==> src/sv/rrs_pkg.sv <==
package rrs_pkg;

	localparam int SLOTS  = 16;
	localparam int SLOT_W = $clog2(SLOTS);
	localparam int CNT_W  = $clog2(SLOTS + 1);
	// wide enough for the sum of all sizes and for a 20-bit offset, plus a carry
	localparam int SUM_W  = (((16 + CNT_W) > 20) ? (16 + CNT_W) : 20) + 1;

	localparam logic [19:0] MAX20 = 20'hFFFFF;

	typedef logic [1:0] func_t;
	localparam func_t FUNC_ADD  = 2'd0;
	localparam func_t FUNC_SEEK = 2'd1;
	localparam func_t FUNC_POS  = 2'd2;

	typedef enum logic [1:0] {
		ST_IDLE,
		ST_WALK,
		ST_FINISH
	} state_t;

	typedef struct packed {
		func_t       func;
		logic [15:0] record_size;
		logic [31:0] record_handle;
		logic [19:0] seek_offset;
		logic [7:0]  record_index;
		logic [15:0] offset_in_record;
	} req_t;

	typedef struct packed {
		logic        evicted_valid;
		logic [31:0] evicted_handle;
		logic        found;
		logic [31:0] found_handle;
		logic [3:0]  found_slot;
		logic [15:0] byte_in_record;
		logic [19:0] file_position;
		logic [19:0] total_length;
	} rsp_t;

	typedef struct packed {
		logic [15:0] size;
		logic [31:0] handle;
	} rec_t;

	typedef struct packed {
		logic load;
		logic shift;
	} cell_ctl_t;

	function automatic logic [19:0] sat20(input logic [SUM_W-1:0] v);
		logic [19:0] r;
		if (v > SUM_W'(MAX20)) begin
			r = MAX20;
		end else begin
			r = v[19:0];
		end
		return r;
	endfunction

endpackage

==> src/sv/rrs_req_if.sv <==
interface rrs_req_if;
	import rrs_pkg::*;

	logic valid;
	logic ready;
	req_t data;

	modport source (output valid, output data, input ready);
	modport sink (input valid, input data, output ready);
endinterface

==> src/sv/rrs_rsp_if.sv <==
interface rrs_rsp_if;
	import rrs_pkg::*;

	logic valid;
	logic ready;
	rsp_t data;

	modport source (output valid, output data, input ready);
	modport sink (input valid, input data, output ready);
endinterface

==> src/sv/rrs_cell.sv <==
module rrs_cell (
	input  logic              clk,
	input  rrs_pkg::cell_ctl_t ctl,
	input  rrs_pkg::rec_t     load_rec,
	input  rrs_pkg::rec_t     shift_rec,
	output rrs_pkg::rec_t     rec
);
	import rrs_pkg::*;

	rec_t rec_q;

	// load writes a new record in place; shift takes the neighbor's record
	always_ff @(posedge clk) begin
		if (ctl.load) begin
			rec_q <= load_rec;
		end else if (ctl.shift) begin
			rec_q <= shift_rec;
		end
	end

	assign rec = rec_q;

endmodule

==> src/sv/ring_record_store_offset_lookup.sv <==
// Add and unused codes: result registered at the accepting edge.
// Seek and position query: the record chain rotates once through the head cell, one
// record summed per cycle, then the result is registered once the result register frees.
// One item at a time; the next is accepted in ST_IDLE once the result register frees.
// arst_n clears the ring (empty), the control state and the result valid; records stay.
module ring_record_store_offset_lookup (
	input logic clk,
	input logic arst_n,
	rrs_req_if.sink   req,
	rrs_rsp_if.source rsp
);
	import rrs_pkg::*;

	state_t state_q, state_d;

	logic [CNT_W-1:0]  count_q;
	logic [CNT_W-1:0]  k_q;
	logic [SLOT_W-1:0] oldest_q;
	logic [SUM_W-1:0]  total_q;
	logic [SUM_W-1:0]  acc_q;

	func_t       func_q;
	logic [19:0] coff_q;
	logic [7:0]  ridx_q;
	logic [15:0] roff_q;
	logic        done_q;
	logic        found_q;
	logic [31:0] fhandle_q;
	logic [3:0]  fslot_q;
	logic [15:0] fbyte_q;

	rsp_t rsp_q;
	logic rsp_valid_q;

	rec_t      cell_rec [SLOTS];
	cell_ctl_t cell_ctl [SLOTS];
	rec_t      load_rec;
	rec_t      tail_in;
	rec_t      head;

	logic full, req_fire, rsp_free, req_ready, walk_step, fin_load;
	logic add_fire, evict, walk_fire, quick_fire, active;
	logic [SUM_W-1:0]  total_add, sum;
	logic [15:0]       addend, clamp;
	logic              at_idx, hit;
	logic [SLOT_W:0]   slot_sum;
	logic [SLOT_W-1:0] slot_mod;
	logic [7:0]        slot_wide;
	rsp_t              quick_rsp, walk_rsp;

	assign head     = cell_rec[0];
	assign full     = (count_q == CNT_W'(SLOTS));
	assign rsp_free = !rsp_valid_q || rsp.ready;
	assign req_fire = req.valid && req_ready;

	assign add_fire   = req_fire && (req.data.func == FUNC_ADD);
	assign evict      = add_fire && full;
	assign walk_fire  = req_fire && ((req.data.func == FUNC_SEEK) || (req.data.func == FUNC_POS));
	assign quick_fire = req_fire && !walk_fire;

	// next state
	always_comb begin
		state_d = state_q;
		unique case (state_q)
			ST_IDLE: begin
				if (walk_fire) begin
					state_d = ST_WALK;
				end
			end
			ST_WALK: begin
				if (k_q == CNT_W'(SLOTS - 1)) begin
					state_d = ST_FINISH;
				end
			end
			ST_FINISH: begin
				if (rsp_free) begin
					state_d = ST_IDLE;
				end
			end
			default: state_d = ST_IDLE;
		endcase
	end

	// state outputs
	always_comb begin
		req_ready = 1'b0;
		walk_step = 1'b0;
		fin_load  = 1'b0;
		unique case (state_q)
			ST_IDLE:   req_ready = rsp_free;
			ST_WALK:   walk_step = 1'b1;
			ST_FINISH: fin_load  = rsp_free;
			default: ;
		endcase
	end

	assign req.ready = req_ready;

	always_ff @(posedge clk or negedge arst_n) begin
		if (!arst_n) begin
			state_q <= ST_IDLE;
		end else begin
			state_q <= state_d;
		end
	end

	// record chain: head is the oldest record, tail the last cell
	assign load_rec.size   = req.data.record_size;
	assign load_rec.handle = req.data.record_handle;
	assign tail_in         = walk_step ? head : load_rec;

	for (genvar i = 0; i < SLOTS; i++) begin : g_cell
		assign cell_ctl[i].load  = add_fire && !full && (count_q[SLOT_W-1:0] == SLOT_W'(i));
		assign cell_ctl[i].shift = walk_step || evict;
		if (i == SLOTS - 1) begin : g_tail
			rrs_cell u_cell (
				.clk       (clk),
				.ctl       (cell_ctl[i]),
				.load_rec  (load_rec),
				.shift_rec (tail_in),
				.rec       (cell_rec[i])
			);
		end else begin : g_body
			rrs_cell u_cell (
				.clk       (clk),
				.ctl       (cell_ctl[i]),
				.load_rec  (load_rec),
				.shift_rec (cell_rec[i+1]),
				.rec       (cell_rec[i])
			);
		end
	end

	// ring bookkeeping
	assign total_add = total_q + SUM_W'(req.data.record_size)
		- (full ? SUM_W'(head.size) : SUM_W'(0));

	always_ff @(posedge clk or negedge arst_n) begin
		if (!arst_n) begin
			count_q  <= '0;
			oldest_q <= '0;
			total_q  <= '0;
		end else if (add_fire) begin
			total_q <= total_add;
			if (full) begin
				oldest_q <= (oldest_q == SLOT_W'(SLOTS - 1)) ? '0 : oldest_q + 1'b1;
			end else begin
				count_q <= count_q + 1'b1;
			end
		end
	end

	// walk datapath: one record from the head cell per cycle
	assign active = (k_q < count_q);
	assign at_idx = (8'(k_q) == ridx_q);
	assign clamp  = (head.size < roff_q) ? head.size : roff_q;
	assign addend = ((func_q == FUNC_POS) && at_idx) ? clamp : head.size;
	assign sum    = acc_q + SUM_W'(addend);
	assign hit    = (sum > SUM_W'(coff_q));

	assign slot_sum  = (SLOT_W+1)'(oldest_q) + (SLOT_W+1)'(k_q[SLOT_W-1:0]);
	assign slot_mod  = (slot_sum >= (SLOT_W+1)'(SLOTS)) ?
		SLOT_W'(slot_sum - (SLOT_W+1)'(SLOTS)) : slot_sum[SLOT_W-1:0];
	assign slot_wide = 8'(slot_mod);

	always_ff @(posedge clk) begin
		if (walk_fire) begin
			func_q  <= req.data.func;
			coff_q  <= req.data.seek_offset;
			ridx_q  <= req.data.record_index;
			roff_q  <= req.data.offset_in_record;
			k_q     <= '0;
			acc_q   <= '0;
			done_q  <= 1'b0;
			found_q <= 1'b0;
			fhandle_q <= '0;
			fslot_q   <= '0;
			fbyte_q   <= '0;
		end else if (walk_step) begin
			k_q <= k_q + 1'b1;
			if (active && !done_q) begin
				if (func_q == FUNC_SEEK) begin
					if (hit) begin
						found_q   <= 1'b1;
						done_q    <= 1'b1;
						fhandle_q <= head.handle;
						fslot_q   <= slot_wide[3:0];
						fbyte_q   <= 16'(SUM_W'(coff_q) - acc_q);
					end else begin
						acc_q <= sum;
					end
				end else begin
					acc_q <= sum;
					if (at_idx) begin
						done_q <= 1'b1;
					end
				end
			end
		end
	end

	// result register
	always_comb begin
		quick_rsp = '0;
		if (req.data.func == FUNC_ADD) begin
			quick_rsp.evicted_valid  = full;
			quick_rsp.evicted_handle = full ? head.handle : 32'd0;
			quick_rsp.total_length   = sat20(total_add);
		end else begin
			quick_rsp.total_length = sat20(total_q);
		end
	end

	always_comb begin
		walk_rsp = '0;
		walk_rsp.total_length = sat20(total_q);
		if (func_q == FUNC_SEEK) begin
			walk_rsp.found          = found_q;
			walk_rsp.found_handle   = fhandle_q;
			walk_rsp.found_slot     = fslot_q;
			walk_rsp.byte_in_record = fbyte_q;
		end else begin
			walk_rsp.file_position = sat20(acc_q);
		end
	end

	always_ff @(posedge clk) begin
		if (quick_fire) begin
			rsp_q <= quick_rsp;
		end else if (fin_load) begin
			rsp_q <= walk_rsp;
		end
	end

	always_ff @(posedge clk or negedge arst_n) begin
		if (!arst_n) begin
			rsp_valid_q <= 1'b0;
		end else if (quick_fire || fin_load) begin
			rsp_valid_q <= 1'b1;
		end else if (rsp.ready) begin
			rsp_valid_q <= 1'b0;
		end
	end

	assign rsp.valid = rsp_valid_q;
	assign rsp.data  = rsp_q;

	a_busy_no_accept: assert property (@(posedge clk) disable iff (!arst_n)
		(state_q != ST_IDLE) |-> !req_ready)
		else $error("item accepted during a walk");

	a_count_bound: assert property (@(posedge clk) disable iff (!arst_n)
		count_q <= CNT_W'(SLOTS))
		else $error("record count beyond ring size");

	a_walk_length: assert property (@(posedge clk) disable iff (!arst_n)
		(state_q == ST_WALK && k_q == CNT_W'(SLOTS - 1)) |=> (state_q == ST_FINISH))
		else $error("walk did not end after one full rotation");

	a_finish_loads: assert property (@(posedge clk) disable iff (!arst_n)
		(state_q == ST_FINISH && rsp_free) |=> rsp_valid_q)
		else $error("walk result not registered");

endmodule
==> src/flat_wrapper.sv <==
// flat-port wrapper written by rule: the top's interface ports become plain ports
module ring_record_store_offset_lookup_flat import rrs_pkg::*;
  (clk, arst_n, req_valid, req_data, req_ready, rsp_valid, rsp_data, rsp_ready);
  rrs_req_if req_i ();
  rrs_rsp_if rsp_i ();
  input logic clk;
  input logic arst_n;
  input wire logic [$bits(req_i.valid)-1:0] req_valid;
  input wire logic [$bits(req_i.data)-1:0] req_data;
  output wire logic [$bits(req_i.ready)-1:0] req_ready;
  output wire logic [$bits(rsp_i.valid)-1:0] rsp_valid;
  output wire logic [$bits(rsp_i.data)-1:0] rsp_data;
  input wire logic [$bits(rsp_i.ready)-1:0] rsp_ready;
  assign req_i.valid = req_valid;
  assign req_i.data = req_data;
  assign req_ready = req_i.ready;
  assign rsp_valid = rsp_i.valid;
  assign rsp_data = rsp_i.data;
  assign rsp_i.ready = rsp_ready;
  ring_record_store_offset_lookup u_core (.clk(clk), .arst_n(arst_n), .req(req_i), .rsp(rsp_i));
endmodule
==> config.mk <==
export PLATFORM = sky130hd
export DESIGN_NAME = ring_record_store_offset_lookup_flat
export DESIGN_NICKNAME = d
export VERILOG_FILES = /design/src/sv/rrs_pkg.sv /design/src/sv/rrs_req_if.sv /design/src/sv/rrs_rsp_if.sv /design/src/sv/rrs_cell.sv /design/src/sv/ring_record_store_offset_lookup.sv /design/src/flat_wrapper.sv
export SDC_FILE = /design/constraint.sdc
export NUM_CORES = 2
export LEC_CHECK = 0
export BUFFER_PORTS_ARGS = -buffer_cell sky130_fd_sc_hd__buf_2
export CAP_MARGIN = 0
export CORE_ASPECT_RATIO = 0.7
export CORE_MARGIN = 5
export CORE_UTILIZATION = 56
export CTS_CLUSTER_DIAMETER = 150
export DETAILED_ROUTE_END_ITERATION = 8
export GPL_ROUTABILITY_DRIVEN = 0
export GPL_TIMING_DRIVEN = 0
export PLACE_DENSITY = 0.77
export SYNTH_ARGS = -nofsm -noshare
export SYNTH_HDL_FRONTEND = slang
export SYNTH_SLANG_ARGS = --single-unit
==> constraint.sdc <==
create_clock -name clk -period 6.06 [get_ports clk]
set_clock_uncertainty 0.05 [all_clocks]
set_input_delay 0.303 -clock clk [delete_from_list [all_inputs] [get_ports clk]]
set_output_delay 0.303 -clock clk [all_outputs]
set_load 0.1 [all_outputs]
Word-level counts from Yosys, hierarchy flattened

Index checks and enable logic that the tools add are counted.

Add/sub/neg operators: 9
$lt $le $gt $ge: 7
Eq/ne operators: 30
Mux-type cells: 62
Bitwise logic cells: 1
Reductions and logical operators: 60

Operator list:

| kind                                                             | count |
|---|---|
| two-way mux 48 bit                                               | 33 |
| two-way mux 126 bit                                              | 2 |
| two-way mux 20 bit                                               | 5 |
| greater-than comparator 22 x 20 -> 1 bit (second input constant) | 3 |
| two-way mux 53 bit                                               | 1 |
| two-way mux 16 bit                                               | 3 |
| adder 22 x 16 -> 22 bit                                          | 2 |
| two-way mux 22 bit                                               | 2 |
| nonzero test 2 bit                                               | 19 |
| equality test 4 bit (second input constant)                      | 9 |
| two-way mux 33 bit                                               | 1 |
| two-way mux 32 bit                                               | 1 |
| logical AND 1 bit                                                | 24 |
| greater-than comparator 22 x 20 -> 1 bit                         | 1 |
| subtractor 22 bit                                                | 1 |
| equality test 4 x 3 -> 1 bit (second input constant)             | 4 |
| < comparator 16 bit                                              | 1 |
| subtractor 16 bit                                                | 1 |
| adder 5 x 1 -> 5 bit (second input constant)                     | 2 |
| equality test 4 x 2 -> 1 bit (second input constant)             | 2 |
| equality test 5 x 8 -> 1 bit                                     | 1 |
| two-way mux 1 bit                                                | 8 |
| two-way mux 4 bit                                                | 2 |
| != test 2 x 1 -> 1 bit (second input constant)                   | 4 |
| 21 further kinds                                                 | 37 |

Register bits after elaboration: 1055
Bits of input ports: 98
Output and inout port bits: 128

Longest topological paths before layout

Depth after elaboration: 9
Gate-level depth with buffers: 33
Depth with buffers taken out: 30

Modules after synthesis

A second synthesis with hierarchy kept.

Cells, all modules: 3295
Area, all modules: 48731.7 µm²

By module, submodules not included:

| module                          | instances | cells each | area an instance (µm²) | sequential area each (µm²) |
|---|---|---|---|---|
| rrs_cell                        | 16        | 102        | 2067.0                 | 1441.4 |
| ring_record_store_offset_lookup | 1         | 1663       | 15660.0                | 6906.6 |

Worst setup path after synthesis

Ideal clock, no wire load.

Path kind: register to register
Start point: register u_core.g_cell[0].g_body.u_cell.rec_q (netlist bit u_core.g_cell[0].g_body.u_cell.rec[44])
End point: register u_core.fbyte_q[10]
Library setup time: 0.197 ns
Arrival time: 5.971 ns
Path slack: -0.159 ns
Cell stages (with the launch flop): 32
Buffers on the path: 3
Cells stage by stage: edfxtp_1 ha_1 a21oi_1 nor2b_1 o21ai_0 nand2b_1 a21oi_1 clkbuf_1 nor2_1 a21oi_1 nand3_1 ha_1 fa_1 a211oi_1 nor2_1 o21a_1 a311o_1 a221oi_2 o21ai_1 and3_1 xor2_1 ha_1 or3_1 o211ai_1 o2111ai_1 a21oi_1 nand2_1 o211ai_2 buf_6 buf_12 mux2i_1 nor2_1

Cells in the longest elaborated chain, start to end: 6

Ends and longest elaborated chain:

| element                                      | line                                   | source |
|---|---|---|
| from (decl)                                  | rrs_cell.sv:10                         | `rec_t rec_q;` |
| from (signal assigned)                       | rrs_cell.sv:15                         | `rec_q <= load_rec;` |
| from (signal assigned)                       | rrs_cell.sv:17                         | `rec_q <= shift_rec;` |
| < comparator 16 bit                          | ring_record_store_offset_lookup.sv:156 | `assign clamp = (head.size < roff_q) ? head.size : roff_q;` |
| two-way mux 16 bit                           | ring_record_store_offset_lookup.sv:156 |  |
| two-way mux 16 bit (*)                       | ring_record_store_offset_lookup.sv:157 | `assign addend = ((func_q == FUNC_POS) && at_idx) ? clamp : head.size;` |
| adder 22 x 16 -> 22 bit (*)                  | ring_record_store_offset_lookup.sv:158 | `assign sum = acc_q + SUM_W'(addend);` |
| net u_core.sum[18]                           | ring_record_store_offset_lookup.sv:43  | `logic [SUM_W-1:0] total_add, sum;` |
| greater-than comparator 22 x 20 -> 1 bit (*) | ring_record_store_offset_lookup.sv:159 | `assign hit = (sum > SUM_W'(coff_q));` |
| AND reduction 4 bit (no line) (*)            | --                                     |  |
| to (signal assigned)                         | ring_record_store_offset_lookup.sv:188 | `fbyte_q <= 16'(SUM_W'(coff_q) - acc_q);` |
| to (decl)                                    | ring_record_store_offset_lookup.sv:30  | `logic [15:0] fbyte_q;` |

The timed path passes the listed nets; every way through them passes the cells marked *.
A chain may end at the register's enable or synchronous reset.

Final worst setup path

Start point: register u_core.g_cell[0].g_body.u_cell.rec_q (netlist bit u_core.g_cell[0].g_body.u_cell.rec[42])
End point: register u_core.fhandle_q[15]

Cells in the longest elaborated chain, start to end: 6

Ends and longest elaborated chain:

| element                                      | line                                   | source |
|---|---|---|
| < comparator 16 bit                          | ring_record_store_offset_lookup.sv:156 |  |
| two-way mux 16 bit                           | ring_record_store_offset_lookup.sv:156 |  |
| two-way mux 16 bit (*)                       | ring_record_store_offset_lookup.sv:157 |  |
| adder 22 x 16 -> 22 bit (*)                  | ring_record_store_offset_lookup.sv:158 |  |
| net u_core.sum[18]                           | ring_record_store_offset_lookup.sv:43  |  |
| greater-than comparator 22 x 20 -> 1 bit (*) | ring_record_store_offset_lookup.sv:159 |  |
| AND reduction 4 bit (no line) (*)            | --                                     |  |
| to (signal assigned)                         | ring_record_store_offset_lookup.sv:186 | `fhandle_q <= head.handle;` |
| to (decl)                                    | ring_record_store_offset_lookup.sv:28  | `logic [31:0] fhandle_q;` |

Marks and branches as above.

==> impl_results.md <==
- Status: finished, violations left
- Failing checks: design-rule violations, negative setup slack
- GR Layer Usage met2: 40.8%
- Area contributors post-synth: edfxtp_1 55%, mux2_2 12%, dfxtp_1 6.5%
- FF-to-FF Start: u_core.g_cell[0].g_body.u_cell.rec[42]$_DFFE_PP_
- Count leader, synth: edfxtp_1
- Initial antenna violation count: 2
- Hold_sp: req_data[55]
- Drt first pass iters: 8
- R2R cell count: 29
- Critical path's largest stage delay: 0.51 ns
- Total power: 32.1 mW
- Worst Hold Class: in2reg
- Routed Antenna Nets: 0
- Critical path startpoint: u_core.g_cell[0].g_body.u_cell.rec[42]$_DFFE_PP_
- Design area: 55500 um2
- Synthesized area: 47400 um2
- DIE WIDTH: 358 um
- Fin Setup TNS: -54.20 ns
- Grt ovf: 0
- Req. time, crit path: 6.58 ns
- Routed wire length per instance: 24.1 um
- Seq/Total Area, Yosys: 63.2%
- Largest net degree at the start of global routing: 56
- Vias: 32600
- Row Count: 89
- Final Net Count: 4357
- Syn Nets: 3895
- Share of the synthesized area in the top cell type: 54.9%
- Post-synth EDFFs: 867
- Delay-heaviest family, CP: compound AO/OA/AOI/OAI gates
- First-pass GRT wire length: 192 mm
- Slew HR: 14.3%
- Post-DP HPWL: 83.9 mm
- Dpl cells: 5044
- Slew Limit Fails: 0
- MaxCap Viol Count: 0
- Fin crit period: 6.86 ns
- Final hold violation count: 0
- Worst R2R End: u_core.fhandle_q[15]$_SDFFE_PP0P_
- Levels on crit path: 29
- Avg Vias per Cell: 6.09
- DRC Markers: 1
- Synth Flop Type: edfxtp_1
- I/O pin cnt: 226
- Drt total wl: 129 mm
- Core Area: 84100 um2
- FF-to-FF setup slack: -0.80 ns
- Peak VDD IR: 0.399 mV
- Worst setup SP type: flop
- Clk pin slew, worst setup/hold paths: 0.07 ns
- Fmax: 146 MHz
- Post-place setup slack: -1.21 ns
- Placed Area: 50200 um2
- DRT iter0 DRCs: 4246
- Count of final setup violators: 76
- GRT busiest layer: met1
- Crit-path slowest cell: edfxtp_1
- P_leak: 22.2 nW
- Largest area contributor in the netlist: edfxtp_1
- Share of layout cells above drive strength 1: 25.9%
- Ys async rst share: 3.22%
- GR met1 Demand/Resource: 41.2%
- Initial Util: 56.4%
- Clock root buffer: clkbuf_16
- Finished Layout Cells: 5362
- Bufs on Longest Clock Path: 3
- CP max FO: 7
- Worst-skew pair later-pin latency: 0.69 ns
- CTS Buf Count: 100
- Port bufs: 225
- Worst-Margin Slew: 1.29 ns
- CTS tree: built
- Syn. warnings: 0
- Crit path kind: reg2reg
- CP endpoint kind: flop
- Met3 Use GR: 6.98%
- DIE AREA: 90600 um2
- Crit path to: u_core.fhandle_q[15]$_SDFFE_PP0P_
- Fillers: 5882
- RSZ-0062 raised after global routing: yes
- Final period utilization: 113%
- Final WS setup: -0.801 ns
- CP arrival: 7.38 ns
- Final core utilization: 66.0%
- Cell Pwr Density: 579 nW/um2
- Buf+Inv Stages, Crit Path: 4
- DIE HEIGHT: 253 um
- GRT Overall Usage: 27.9%
- Post-synth top cells: 867 x edfxtp_1, 510 x nand2_1, 495 x mux2_2
- H-tree levels: 3
- #FFs+latches synth: 1055
- Syn Area/Cell: 12.9 um2
- Area grow syn2layout: 17.0%
- Vias in the first global route: 31100
- Synth Instances: 3674
- Number of library cell types mapped by synthesis: 73
- Clock Sinks: 1055
- Hold slack: 0.0724 ns
## flip-flops by register name, indices dropped and copies added, names as in the netlist, 2 cells and up
signal and flops:
u_core.k_q 5, u_core.g_cell.g_tail.u_cell.rec 48, u_core.fbyte_q 16, u_core.acc_q 22, u_core.roff_q 16, u_core.fhandle_q 32
u_core.oldest_q 4, u_core.rsp.data 126, u_core.state_q 2, u_core.coff_q 20, u_core.total_q 22, u_core.g_cell.g_body.u_cell.rec 720
u_core.func_q 2, u_core.ridx_q 8, u_core.count_q 5, u_core.fslot_q 4
## cells by family after synthesis
logic type	Yosys count	share of synthesized area, %
multiplexers	546	12.8
adder cells (fa/ha/maj)	123	3.55
AND/OR/NAND/NOR	897	8.24
flip-flops	1055	63.2
buffers and inverters	374	3.22
AO/OA/AOI/OAI	614	7.70
XOR/XNOR	65	1.22
## power by group
part | total, mW | switching (mW) | internal, mW | leakage [nW]
Sequential | 13.9 | 1.37 | 12.6 | 10.4
Clock | 6.81 | 2.84 | 3.96 | 1.78
Combinational | 11.4 | 7.13 | 4.26 | 9.98
Total | 32.1 | 11.3 | 20.8 | 22.2
## how the worst min path moves through the flow
stage / slack, ns / cells past startpoint / endpoint
after floorplan: -0.04 / 0 / u_core.count_q[0]$_DFFE_PN0P_
after global placement: 0.39 / 2 / u_core.rsp.data[31]$_SDFFE_PP0P_
after detailed placement: 0.39 / 2 / u_core.rsp.data[33]$_SDFFE_PP0P_
after CTS: 0.02 / 2 / u_core.g_cell[14].g_body.u_cell.rec[11]$_DFFE_PP_
after global routing: 0.03 / 2 / u_core.g_cell[13].g_body.u_cell.rec[11]$_DFFE_PP_
final: 0.07 / 2 / u_core.g_cell[13].g_body.u_cell.rec[11]$_DFFE_PP_
## timing repair
action | 4_1_cts | 5_1_grt
hold endpoints to repair | 264 | 0
buffers inserted | 32 | 12
cloned | 5 | 2
resized for setup | 70 | 30
endpoints found under the setup margin | 76 | 76
pin swaps | 22 | 21
hold buffers | 79 | 0
## area by class of cell
class	count	area, um2	area share [%]
clock inverter	54	727	1.31
multi-input combinational	2245	16300	29.3
clock buffer	134	2880	5.18
sequential	1055	30000	54.0
inverter	143	537	0.968
timing repair buffer	362	2620	4.72
antenna	3	7.51	0.0135
tap	1137	1420	2.56
buffer	229	1030	1.86
## routing by layer
layer / part of all wire, % / vias up
li1: - / 14300
met1: 42 / 16200
met3: 11 / 289
met2: 44 / 1825
met5: 0 / -
met4: 3.6 / 0
## layout by cell type, fill, tap and decap left out, drive strengths merged, types with 21 or more instances in the layout
| cell type | count |
|---|---|
| edfxtp | 867 |
| nor3 | 35 |
| a21oi | 124 |
| nand3 | 70 |
| mux2 | 495 |
| ha | 104 |
| mux2i | 51 |
| o21ai | 317 |
| nor2 | 136 |
| clkinv | 34 |
| a22o | 30 |
| clkbuf | 323 |
| nand2 | 514 |
| dfrtp | 34 |
| xnor2 | 45 |
| dfxtp | 154 |
| inv | 145 |
| a21o | 21 |
| nand4 | 25 |
| o211ai | 23 |
| buf | 323 |
| dlygate4sd3 | 79 |
| and2 | 54 |
Power figures use the tool's default switching activity.
